===== config.mk =====
export PLATFORM = sky130hd
export DESIGN_NAME = line_follow_pid_drive
export DESIGN_NICKNAME = d
export VERILOG_FILES = /design/src/lfpd_pkg.sv /design/src/lfpd_sense.sv /design/src/lfpd_pid.sv /design/src/line_follow_pid_drive.sv
export SDC_FILE = /design/constraint.sdc
export NUM_CORES = 2
export LEC_CHECK = 0
export BUFFER_PORTS_ARGS = -buffer_cell sky130_fd_sc_hd__buf_2
export CAP_MARGIN = 15
export CORE_MARGIN = 3
export CORE_UTILIZATION = 30
export DETAILED_ROUTE_END_ITERATION = 10
export HOLD_SLACK_MARGIN = 0.1
export PLACE_DENSITY = 0.46
export SYNTH_ARGS = -nofsm -noshare
export SYNTH_HDL_FRONTEND = slang
export SYNTH_SLANG_ARGS = --single-unit
export TNS_END_PERCENT = 30

===== constraint.sdc =====
create_clock -name clk -period 14.56 [get_ports clk]
set_clock_uncertainty 0.05 [all_clocks]
set_input_delay 1.456 -clock clk [delete_from_list [all_inputs] [get_ports clk]]
set_output_delay 1.456 -clock clk [all_outputs]
set_load 0.005 [all_outputs]

===== src/lfpd_pkg.sv =====
// lfpd_pkg: shared types, register indexes and arithmetic constants
// for the line follower pid drive; no dependencies
package lfpd_pkg;

  // field and state widths
  localparam int NUM_SENSE  = 6;
  localparam int GAIN_W     = 16;
  localparam int BASE_W     = 8;
  localparam int TICK_W     = 16;
  localparam int ERR_W      = 4;
  localparam int DRIVE_W    = 8;
  localparam int INTEG_W    = 32;
  localparam int THR_W      = 16;
  localparam int CFG_IDX_W  = 3;
  localparam int CFG_DATA_W = 16;
  localparam int OUT_W      = 32;

  // register indexes
  localparam logic [CFG_IDX_W-1:0] CFG_GAIN_P = 3'd0;
  localparam logic [CFG_IDX_W-1:0] CFG_GAIN_I = 3'd1;
  localparam logic [CFG_IDX_W-1:0] CFG_GAIN_D = 3'd2;
  localparam logic [CFG_IDX_W-1:0] CFG_BASE   = 3'd3;
  localparam logic [CFG_IDX_W-1:0] CFG_TICKS  = 3'd4;

  localparam logic [TICK_W-1:0] TICKS_RESET = 16'd1071;

  // sensor thresholds for 12-bit samples, and the position weights
  localparam int unsigned THRESH12 [NUM_SENSE] = '{1400, 890, 1000, 1000, 1030, 950};
  localparam logic signed [ERR_W-1:0] WEIGHT [NUM_SENSE] =
    '{-4'sd7, -4'sd3, 4'sd0, 4'sd0, 4'sd3, 4'sd7};

  // pid timing constants
  localparam int SAMPLE_TIME     = 28;
  localparam int INV_SAMPLE_TIME = 35;
  localparam int TRAP_DIV        = 2000;
  localparam int DRIVE_MAX       = 255;

  // trapezoid term: g*28*s/2000 = g*7*s/500, the /500 done by a
  // reciprocal multiply (exact for the operand range used here)
  localparam int TRAP_NUM    = SAMPLE_TIME / 4;
  localparam int TRAP_DEN    = TRAP_DIV / 4;
  localparam int RECIP_SHIFT = 32;
  localparam longint unsigned TRAP_RECIP =
    ((64'd1 << RECIP_SHIFT) + TRAP_DEN - 1) / TRAP_DEN;
  localparam int TRAP_MUL_W = 26;
  localparam logic [TRAP_MUL_W-1:0] TRAP_MUL = TRAP_MUL_W'(TRAP_RECIP * TRAP_NUM);

  localparam logic [15:0] DRIVE_TOP = 16'(DRIVE_MAX * 256);

  typedef struct packed {
    logic [GAIN_W-1:0] gain_p;
    logic [GAIN_W-1:0] gain_i;
    logic [GAIN_W-1:0] gain_d;
    logic [BASE_W-1:0] base_speed;
    logic [TICK_W-1:0] ticks;
  } cfg_t;

  typedef struct packed {
    logic signed [ERR_W-1:0] err;
    logic [NUM_SENSE-1:0]    flags;
  } sense_t;

  typedef struct packed {
    logic signed [ERR_W-1:0] err_cur;
    logic signed [ERR_W-1:0] err_prev;
    sense_t                  sense;
  } item_t;

  typedef struct packed {
    logic [NUM_SENSE-1:0]    line_flags;
    logic signed [ERR_W-1:0] line_error;
    logic [DRIVE_W-1:0]      right_drive;
    logic [DRIVE_W-1:0]      left_drive;
  } result_t;

endpackage


===== src/lfpd_sense.sv =====
// lfpd_sense: threshold compare of the six line sensors and error select
// depends on lfpd_pkg
module lfpd_sense #(
  parameter int ADC_BITS = 12
) (
  input  logic [lfpd_pkg::NUM_SENSE*ADC_BITS-1:0] samples,
  input  logic signed [lfpd_pkg::ERR_W-1:0]       err_hold,
  output lfpd_pkg::sense_t                         sense
);
  import lfpd_pkg::*;

  localparam int SHIFT_UP = (ADC_BITS > 12) ? (ADC_BITS - 12) : 0;
  localparam int SHIFT_DN = (ADC_BITS < 12) ? (12 - ADC_BITS) : 0;

  logic [NUM_SENSE-1:0] above;

  // per sensor compare against its scaled threshold
  for (genvar k = 0; k < NUM_SENSE; k++) begin : g_cmp
    localparam logic [THR_W-1:0] THR = THR_W'((THRESH12[k] << SHIFT_UP) >> SHIFT_DN);
    assign above[k] = THR_W'(samples[k*ADC_BITS +: ADC_BITS]) > THR;
  end

  // highest numbered sensor above threshold wins, else the error holds
  always_comb begin
    sense.flags = above;
    sense.err   = err_hold;
    for (int k = 0; k < NUM_SENSE; k++) begin
      if (above[k]) begin
        sense.err = WEIGHT[k];
      end
    end
  end

endmodule


===== src/lfpd_pid.sv =====
// lfpd_pid: pid term stages, integral accumulator and drive clamp
// depends on lfpd_pkg
module lfpd_pid (
  input  logic              clk,
  input  logic              rst_n,
  input  logic              adv,
  input  logic              s1_v,
  input  lfpd_pkg::item_t   s1_item,
  input  lfpd_pkg::cfg_t    cfg,
  output logic              out_v,
  output lfpd_pkg::result_t result
);
  import lfpd_pkg::*;

  localparam int P_W   = GAIN_W + ERR_W + 1;
  localparam int DD_W  = ERR_W + 1;
  localparam int DA_W  = GAIN_W + DD_W + 1;
  localparam int D_W   = DA_W + 6;
  localparam int MAG_W = ERR_W;
  localparam int GM_W  = GAIN_W + MAG_W;
  localparam int PR_W  = GM_W + TRAP_MUL_W;
  localparam int Q_W   = PR_W - RECIP_SHIFT;
  localparam int DI_W  = Q_W + 1;
  localparam int PD_W  = D_W + 1;
  localparam int PID_W = INTEG_W + 2;
  localparam int DRV_W = PID_W + 1;

  function automatic logic [DRIVE_W-1:0] drive_of(input logic signed [DRV_W-1:0] v);
    logic [DRIVE_W-1:0] r;
    if (v[DRV_W-1]) begin
      r = '0;
    end else if (v > $signed(DRV_W'(DRIVE_TOP))) begin
      r = DRIVE_W'(DRIVE_MAX);
    end else begin
      r = v[2*DRIVE_W-1:DRIVE_W];
    end
    return r;
  endfunction

  // stage valids and accumulator state
  logic v2_r, v3_r, v4_r, v5_r, out_v_r;
  logic signed [INTEG_W-1:0] integ_r, integ_nxt;
  logic [TICK_W-1:0]         cnt_r, cnt_nxt;

  // stage 2: products of gains with the stored errors
  logic signed [DD_W-1:0]  diff_s, sum_s;
  logic [MAG_W-1:0]        mag;
  logic signed [P_W-1:0]   p_nxt, p2_r, p3_r;
  logic signed [DA_W-1:0]  da_nxt, da2_r;
  logic [GM_W-1:0]         gm_nxt, gm2_r;
  logic                    neg2_r;
  sense_t                  res2_r, res3_r, res4_r, res5_r;

  assign diff_s = DD_W'(s1_item.err_cur) - DD_W'(s1_item.err_prev);
  assign sum_s  = DD_W'(s1_item.err_cur) + DD_W'(s1_item.err_prev);
  assign mag    = sum_s[DD_W-1] ? MAG_W'(-sum_s) : MAG_W'(sum_s);
  assign p_nxt  = $signed({1'b0, cfg.gain_p}) * P_W'(s1_item.err_cur);
  assign da_nxt = $signed({1'b0, cfg.gain_d}) * DA_W'(diff_s);
  assign gm_nxt = GM_W'(cfg.gain_i) * GM_W'(mag);

  // stage 3: derivative scale and trapezoid divide by reciprocal
  logic signed [D_W-1:0]  d_nxt, d3_r;
  logic [PR_W-1:0]        prod;
  logic [Q_W-1:0]         quo;
  logic signed [DI_W-1:0] di_nxt, di3_r;

  assign d_nxt  = D_W'(da2_r) * D_W'(INV_SAMPLE_TIME);
  assign prod   = PR_W'(gm2_r) * PR_W'(TRAP_MUL);
  assign quo    = prod[PR_W-1:RECIP_SHIFT];
  assign di_nxt = neg2_r ? -$signed({1'b0, quo}) : $signed({1'b0, quo});

  // stage 4: saturating integral and reset period counter
  logic signed [INTEG_W:0]   isum;
  logic signed [INTEG_W-1:0] isat, ig4_r;
  logic [TICK_W-1:0]         cnt_inc;
  logic                      hit;
  logic signed [PD_W-1:0]    pd_nxt, pd4_r;

  assign isum    = (INTEG_W+1)'(integ_r) + (INTEG_W+1)'(di3_r);
  assign isat    = (isum[INTEG_W] != isum[INTEG_W-1]) ?
                   {isum[INTEG_W], {(INTEG_W-1){~isum[INTEG_W]}}} : isum[INTEG_W-1:0];
  assign cnt_inc = TICK_W'(cnt_r + 1'b1);
  assign hit     = cnt_inc >= cfg.ticks;
  assign pd_nxt  = PD_W'(p3_r) + PD_W'(d3_r);

  always_comb begin
    integ_nxt = integ_r;
    cnt_nxt   = cnt_r;
    if (adv && v3_r) begin
      integ_nxt = hit ? '0 : isat;
      cnt_nxt   = hit ? '0 : cnt_inc;
    end
  end

  // stage 5: full pid sum; output: base plus and minus, clamped
  logic signed [PID_W-1:0] pid_nxt, pid5_r;
  logic signed [DRV_W-1:0] base_q, lsum, rsum;
  result_t                 result_r;

  assign pid_nxt = PID_W'(pd4_r) + PID_W'(ig4_r);
  assign base_q  = $signed(DRV_W'({cfg.base_speed, 8'h00}));
  assign lsum    = base_q + DRV_W'(pid5_r);
  assign rsum    = base_q - DRV_W'(pid5_r);

  // control state
  always_ff @(posedge clk) begin
    if (!rst_n) begin
      v2_r    <= 1'b0;
      v3_r    <= 1'b0;
      v4_r    <= 1'b0;
      v5_r    <= 1'b0;
      out_v_r <= 1'b0;
      integ_r <= '0;
      cnt_r   <= '0;
    end else begin
      integ_r <= integ_nxt;
      cnt_r   <= cnt_nxt;
      if (adv) begin
        v2_r    <= s1_v;
        v3_r    <= v2_r;
        v4_r    <= v3_r;
        v5_r    <= v4_r;
        out_v_r <= v5_r;
      end
    end
  end

  // payload shift, all stages move together
  always_ff @(posedge clk) begin
    if (adv) begin
      p2_r     <= p_nxt;
      da2_r    <= da_nxt;
      gm2_r    <= gm_nxt;
      neg2_r   <= sum_s[DD_W-1];
      res2_r   <= s1_item.sense;
      p3_r     <= p2_r;
      d3_r     <= d_nxt;
      di3_r    <= di_nxt;
      res3_r   <= res2_r;
      pd4_r    <= pd_nxt;
      ig4_r    <= isat;
      res4_r   <= res3_r;
      pid5_r   <= pid_nxt;
      res5_r   <= res4_r;
      result_r <= '{line_flags:  res5_r.flags,
                    line_error:  res5_r.err,
                    right_drive: drive_of(rsum),
                    left_drive:  drive_of(lsum)};
    end
  end

  assign out_v  = out_v_r;
  assign result = result_r;

  // checks
  a_reset_idle : assert property (@(posedge clk) !rst_n |=> !out_v_r)
    else $error("result valid right after reset");
  a_integ_clear : assert property (@(posedge clk) disable iff (!rst_n)
    (adv && v3_r && hit) |=> (integ_r == '0 && cnt_r == '0))
    else $error("integral not cleared at end of reset period");
  a_integ_hold : assert property (@(posedge clk) disable iff (!rst_n)
    !(adv && v3_r) |=> ($stable(integ_r) && $stable(cnt_r)))
    else $error("integral moved without a transaction");

endmodule


===== src/line_follow_pid_drive.sv =====
// line_follow_pid_drive: line follower pid steering for a differential drive
// pipeline: input stage, stage 2, stage 3, stage 4, stage 5 and output registers
// throughput: one transaction per cycle unless a held output (out_tready low) stalls the
// whole pipeline; the integral add and saturate is a registered loop in stage 4, every other stage is feed-forward
// reset: synchronous active-low rst_n clears errors, integral, tick count,
// valids and registers (gains and base 0, integral period 1071)
module line_follow_pid_drive #(
  parameter  int ADC_BITS = 12,
  localparam int IN_W     = ((lfpd_pkg::NUM_SENSE * ADC_BITS + 7) / 8) * 8
) (
  input  logic                            clk,
  input  logic                            rst_n,
  input  logic                            in_tvalid,
  output logic                            in_tready,
  // sense_far_left, sense_left, sense_mid_left, sense_mid_right,
  // sense_right, sense_far_right (ADC_BITS each), zero pad
  input  logic [IN_W-1:0]                 in_tdata,
  output logic                            out_tvalid,
  input  logic                            out_tready,
  // left_drive[7:0], right_drive[15:8], line_error[19:16],
  // line_flags[25:20], zero pad
  output logic [lfpd_pkg::OUT_W-1:0]      out_tdata,
  input  logic                            cfg_we,
  input  logic [lfpd_pkg::CFG_IDX_W-1:0]  cfg_idx,
  input  logic [lfpd_pkg::CFG_DATA_W-1:0] cfg_data
);
  import lfpd_pkg::*;

  cfg_t                    cfg_r;
  logic signed [ERR_W-1:0] error_now_r, error_before_r;
  logic                    s1_v_r;
  item_t                   s1_item_r;
  sense_t                  sense;
  logic                    adv, in_acc, out_v;
  result_t                 result;

  // whole pipeline moves when the output register is free
  assign adv       = !out_v || out_tready;
  assign in_tready = adv;
  assign in_acc    = in_tvalid && adv;

  // register writes
  always_ff @(posedge clk) begin
    if (!rst_n) begin
      cfg_r.gain_p     <= '0;
      cfg_r.gain_i     <= '0;
      cfg_r.gain_d     <= '0;
      cfg_r.base_speed <= '0;
      cfg_r.ticks      <= TICKS_RESET;
    end else if (cfg_we) begin
      unique case (cfg_idx)
        CFG_GAIN_P: cfg_r.gain_p     <= cfg_data[GAIN_W-1:0];
        CFG_GAIN_I: cfg_r.gain_i     <= cfg_data[GAIN_W-1:0];
        CFG_GAIN_D: cfg_r.gain_d     <= cfg_data[GAIN_W-1:0];
        CFG_BASE:   cfg_r.base_speed <= cfg_data[BASE_W-1:0];
        CFG_TICKS:  cfg_r.ticks      <= cfg_data[TICK_W-1:0];
        default: ;
      endcase
    end
  end

  // sensor compare on the incoming transaction
  lfpd_sense #(
    .ADC_BITS (ADC_BITS)
  ) u_sense (
    .samples  (in_tdata[NUM_SENSE*ADC_BITS-1:0]),
    .err_hold (error_now_r),
    .sense    (sense)
  );

  // error history and input stage valid
  always_ff @(posedge clk) begin
    if (!rst_n) begin
      error_now_r    <= '0;
      error_before_r <= '0;
      s1_v_r         <= 1'b0;
    end else begin
      if (adv) begin
        s1_v_r <= in_tvalid;
      end
      if (in_acc) begin
        error_before_r <= error_now_r;
        error_now_r    <= sense.err;
      end
    end
  end

  // input stage payload: errors the pid step uses plus the new sense result
  always_ff @(posedge clk) begin
    if (in_acc) begin
      s1_item_r <= '{err_cur: error_now_r, err_prev: error_before_r, sense: sense};
    end
  end

  lfpd_pid u_pid (
    .clk     (clk),
    .rst_n   (rst_n),
    .adv     (adv),
    .s1_v    (s1_v_r),
    .s1_item (s1_item_r),
    .cfg     (cfg_r),
    .out_v   (out_v),
    .result  (result)
  );

  assign out_tvalid = out_v;
  assign out_tdata  = OUT_W'(result);

  // checks
  a_err_legal : assert property (@(posedge clk) disable iff (!rst_n)
    (error_now_r == WEIGHT[0] || error_now_r == WEIGHT[1] || error_now_r == WEIGHT[2] ||
     error_now_r == WEIGHT[4] || error_now_r == WEIGHT[5]))
    else $error("line error outside the weight set");
  a_err_shift : assert property (@(posedge clk) disable iff (!rst_n)
    in_acc |=> error_before_r == $past(error_now_r))
    else $error("previous error not taken from current error");
  a_err_hold : assert property (@(posedge clk) disable iff (!rst_n)
    !in_acc |=> ($stable(error_now_r) && $stable(error_before_r)))
    else $error("error history moved without a transaction");

endmodule

==> results.md <==
* Status: completed
* CP arrival at ~7.9 ns
* Hold Crit Class: flip-flop to flip-flop
* Asr flop ratio synth at 0%
* Initial Util at 30.3%
* Final hold slack at around 0.35 ns
* Crit-path cells: inv_1 > ha_1 > fa_1 > inv_1 > ha_1 > ha_1 > fa_1 > fa_1 > inv_1 > fa_1 > inv_1 > ha_1 > nand4_1 > or2_1 > or3_1 > a31oi_2 > o31a_1 > a21bo_2 > a41o_1 > xor2_1 > or3_1 > or4_1 > o21a_1
* Die X at 358 um
* Design area at 41,500 um2
* Clk root buf: clkbuf_16
* Share of cells above drive strength 1 at approximately 7.1%
* Synth area leader: edfxtp_1
* CP startpoint kind: flip-flop
* CTS Sinks at 440
* Pwr dens at about 140 nW/um2
* CTS max path bufs at 3
* Ys Warns at 0
* Layout Nets at 4,766
* Worst setup EP type: flip-flop
* Sequential area share after synthesis at 32.0%
* Hold Buf Count CTS at 0
* DRC errors left at 0
* Maximum net fanout on the critical path at 10
* Worst-margin pin slew at approximately 0.98 ns
* Final hold vios at 0
* Total Die Area at 128,000 um2
* Slowest cell on crit path: edfxtp_1
* Req. time, crit path at 14.89 ns
* Rows at 128
* Fin util at between 30% and 40%
* Largest net degree at the start of global routing at 79
* CTS resizes at 0
* Clock period minus worst slack at 7.58 ns
* GRT overflow at 0
* Crit path largest cell delay at between 0.6 and 0.7 ns
* Chip height at between 300 and 400 um
* Tot GR Track Use at 13.6%
* First-pass GRT wire length at 140,000 um
* Footprint of the multi-input gates at 22,900 um2
* Num CTS Buffers at between 50 and 60
* Max VDD drop at roughly 0.00010 V
* Vias/cell at 4.61
* WL final at 85,800 um
* Reg area at around 12,000 um2
* Period utilisation layout at a little over half
* Syn avg cell area at 9.84 um2
* Placeable Area at roughly 120,000 um2
* Final setup fails at 0
* Port Buf Inserts at 123
* Antenna violations before repair at 5
* RSZ-0062 raised after global routing: false
* Syn Inst Count at 3,768
* Filler instances at 12.5k
* Crit Path Category: flip-flop to flip-flop
* Post-DR wirelength/cell at 15.4 um
* Area post-placement at 39,600 um2
* Synth top area share at 24.8%
* Setup bufs post-CTS at 0
* FF+latch count, synth at 440
* Vias in the first global route at 25.6k
* Fin worst setup slack at 6.98 ns
* EDFF count, synth at 306
* Final ANT Viol Nets at 0
* DP HPWL at 68,800 um
* H-tree Lvls at 2
* Setup TNS at 0 ns
* Buf/Inv on CP at 4
* R2r setup slk at roughly 7 ns
* Max Clk Rate at 132 MHz
* Synth top area cells: edfxtp_1 25%, ha_1 18%, fa_1 13%
* Unique masters post-synth at 83
* Initial DRT Pass Iterations at 5
* Clk Latency, worst-skew pair at 0.63 ns
* Max-slew violations at 0
* Gpl congestion at 0.817
* Ports at 130
* Cell Area, Synth at 37,100 um2
* Leakage at 19.8 nW
* P&R area growth vs syn at 11.9%
* Maxcap violations at 0
* Pre-CTS setup slack at 6.92 ns
* Most frequently used flop master after synthesis: edfxtp_1
* DRT iter0 DRCs at 1,291
* Via count at 25.6k
* CTS tree: yes
* Clock transition at path regs at 0.06 ns
* Critical path's top delay family: adder cells
* Relative slew slack at 33.9%
## cell usage after synthesis (17+ instances only)
cell / count
o21a_1: 35
and3_1: 32
edfxtp_1: 306
xor2_1: 65
maj3_1: 17
inv_1: 527
ha_1: 543
a21oi_1: 284
nor3_1: 67
and2_1: 63
nand2b_1: 28
nor2_1: 198
o21bai_1: 33
dfxtp_1: 134
or2_2: 24
xnor2_1: 146
nand3_1: 62
a21o_1: 62
fa_1: 244
nor2b_1: 62
a211oi_1: 20
or3_1: 19
o21ai_0: 109
nand2_1: 376
clkbuf_1: 76
## cells in the final DEF (no fill, tap or decap), drive strengths merged, types with 12 or more instances in the layout
master,count
fa,244
and2,64
maj3,17
nand2b,28
o21a,35
dfxtp,134
clkinv,22
a21boi,12
nand3,62
o21ai,119
or3,19
o211a,16
inv,535
nor2b,62
clkbuf,68
xnor2,147
a21o,62
a211oi,20
a21oi,284
and3,32
xor2,65
o211ai,12
nor3,67
a31oi,15
nand4,16
o21bai,33
nand2,376
ha,543
or2,26
nor4,12
buf,140
nor2,198
edfxtp,306
o31ai,15
## state kept, by name (all words and copies together) (netlist names), 4 cells and up
name,count
u_pid.res4_r,10
u_pid.res3_r,10
u_pid.integ_r,32
u_pid.di3_r,15
u_pid.res5_r,10
error_before_r,4
u_pid.p3_r,21
u_pid.pd4_r,29
u_pid.result,26
u_pid.da2_r,22
u_pid.d3_r,28
u_pid.gm2_r,20
u_pid.pid5_r,33
u_pid.cnt_r,16
u_pid.res2_r,10
u_pid.ig4_r,32
error_now_r,4
u_pid.p2_r,21
cfg_r,72
s1_item_r,18
## cell families (layout without fill, tap and decap cells)
logic type      count (synthesis)  after routing  synth area share, %
compound gates                708            708                 12.1
simple gates                  980            980                 12.4
other cells                     1              9               0.0101
xor+xnor                      212            212                 5.03
mux                             5              5                0.142
fa+ha+maj                     804            804                 32.0
buf+inv                       618            776                 6.32
flops                         440            440                 32.0
## metal layers
metal  vias to the layer above  wire [um]  GRT usage (%)
met4                         2       1460           2.77
li1                      13100          -              -
met3                        83       2580           1.82
met5                         -         13              0
met1                     12100      43400           19.4
met2                       321      38400           21.9
## power breakdown
part           total (mW)  leakage [nW]  internal [mW]  switching [mW]
logic                2.33          14.5           1.00            1.33
clock network        1.44         0.945          0.870           0.569
registers            1.94          4.40           1.73           0.205
total                5.71          19.8           3.61            2.10
## path summary, 6_finish.rpt
| path | from | endpoint | cells after the start |
|---|---|---|---|
| worst max-delay path | u_pid.gm2_r[9]$_DFFE_PN_ | u_pid.di3_r[14]$_SDFFCE_PN0N_ | 23 |
| worst min-delay path | u_pid.p2_r[10]$_DFFE_PN_ | u_pid.p3_r[10]$_DFFE_PN_ | 0 |
| worst max register to register | u_pid.gm2_r[9]$_DFFE_PN_ | u_pid.di3_r[14]$_SDFFCE_PN0N_ | 23 |
| worst min register to register | u_pid.p2_r[10]$_DFFE_PN_ | u_pid.p3_r[10]$_DFFE_PN_ | 0 |
## layout make-up
type	count	share of cell area (%)
Multi-Input combinational cell	2715	55.2
Clock buffer	68	3.56
Antenna cell	3	0.0181
Clock inverter	38	1.09
Sequential cell	440	28.6
Tap cell	1625	4.90
Timing Repair Buffer	140	1.79
Inverter	530	4.82
## metrics by stage
step | power [mW] | cells
finish | 5.71 | 5559
global route | 6.20 | 5558
CTS | 5.81 | 5556
detailed placement | 4.32 | 5450
global placement | 4.32 | 5449
floorplan | 3.68 | 3773
Note: power is estimated with default switching activity, not from simulation.
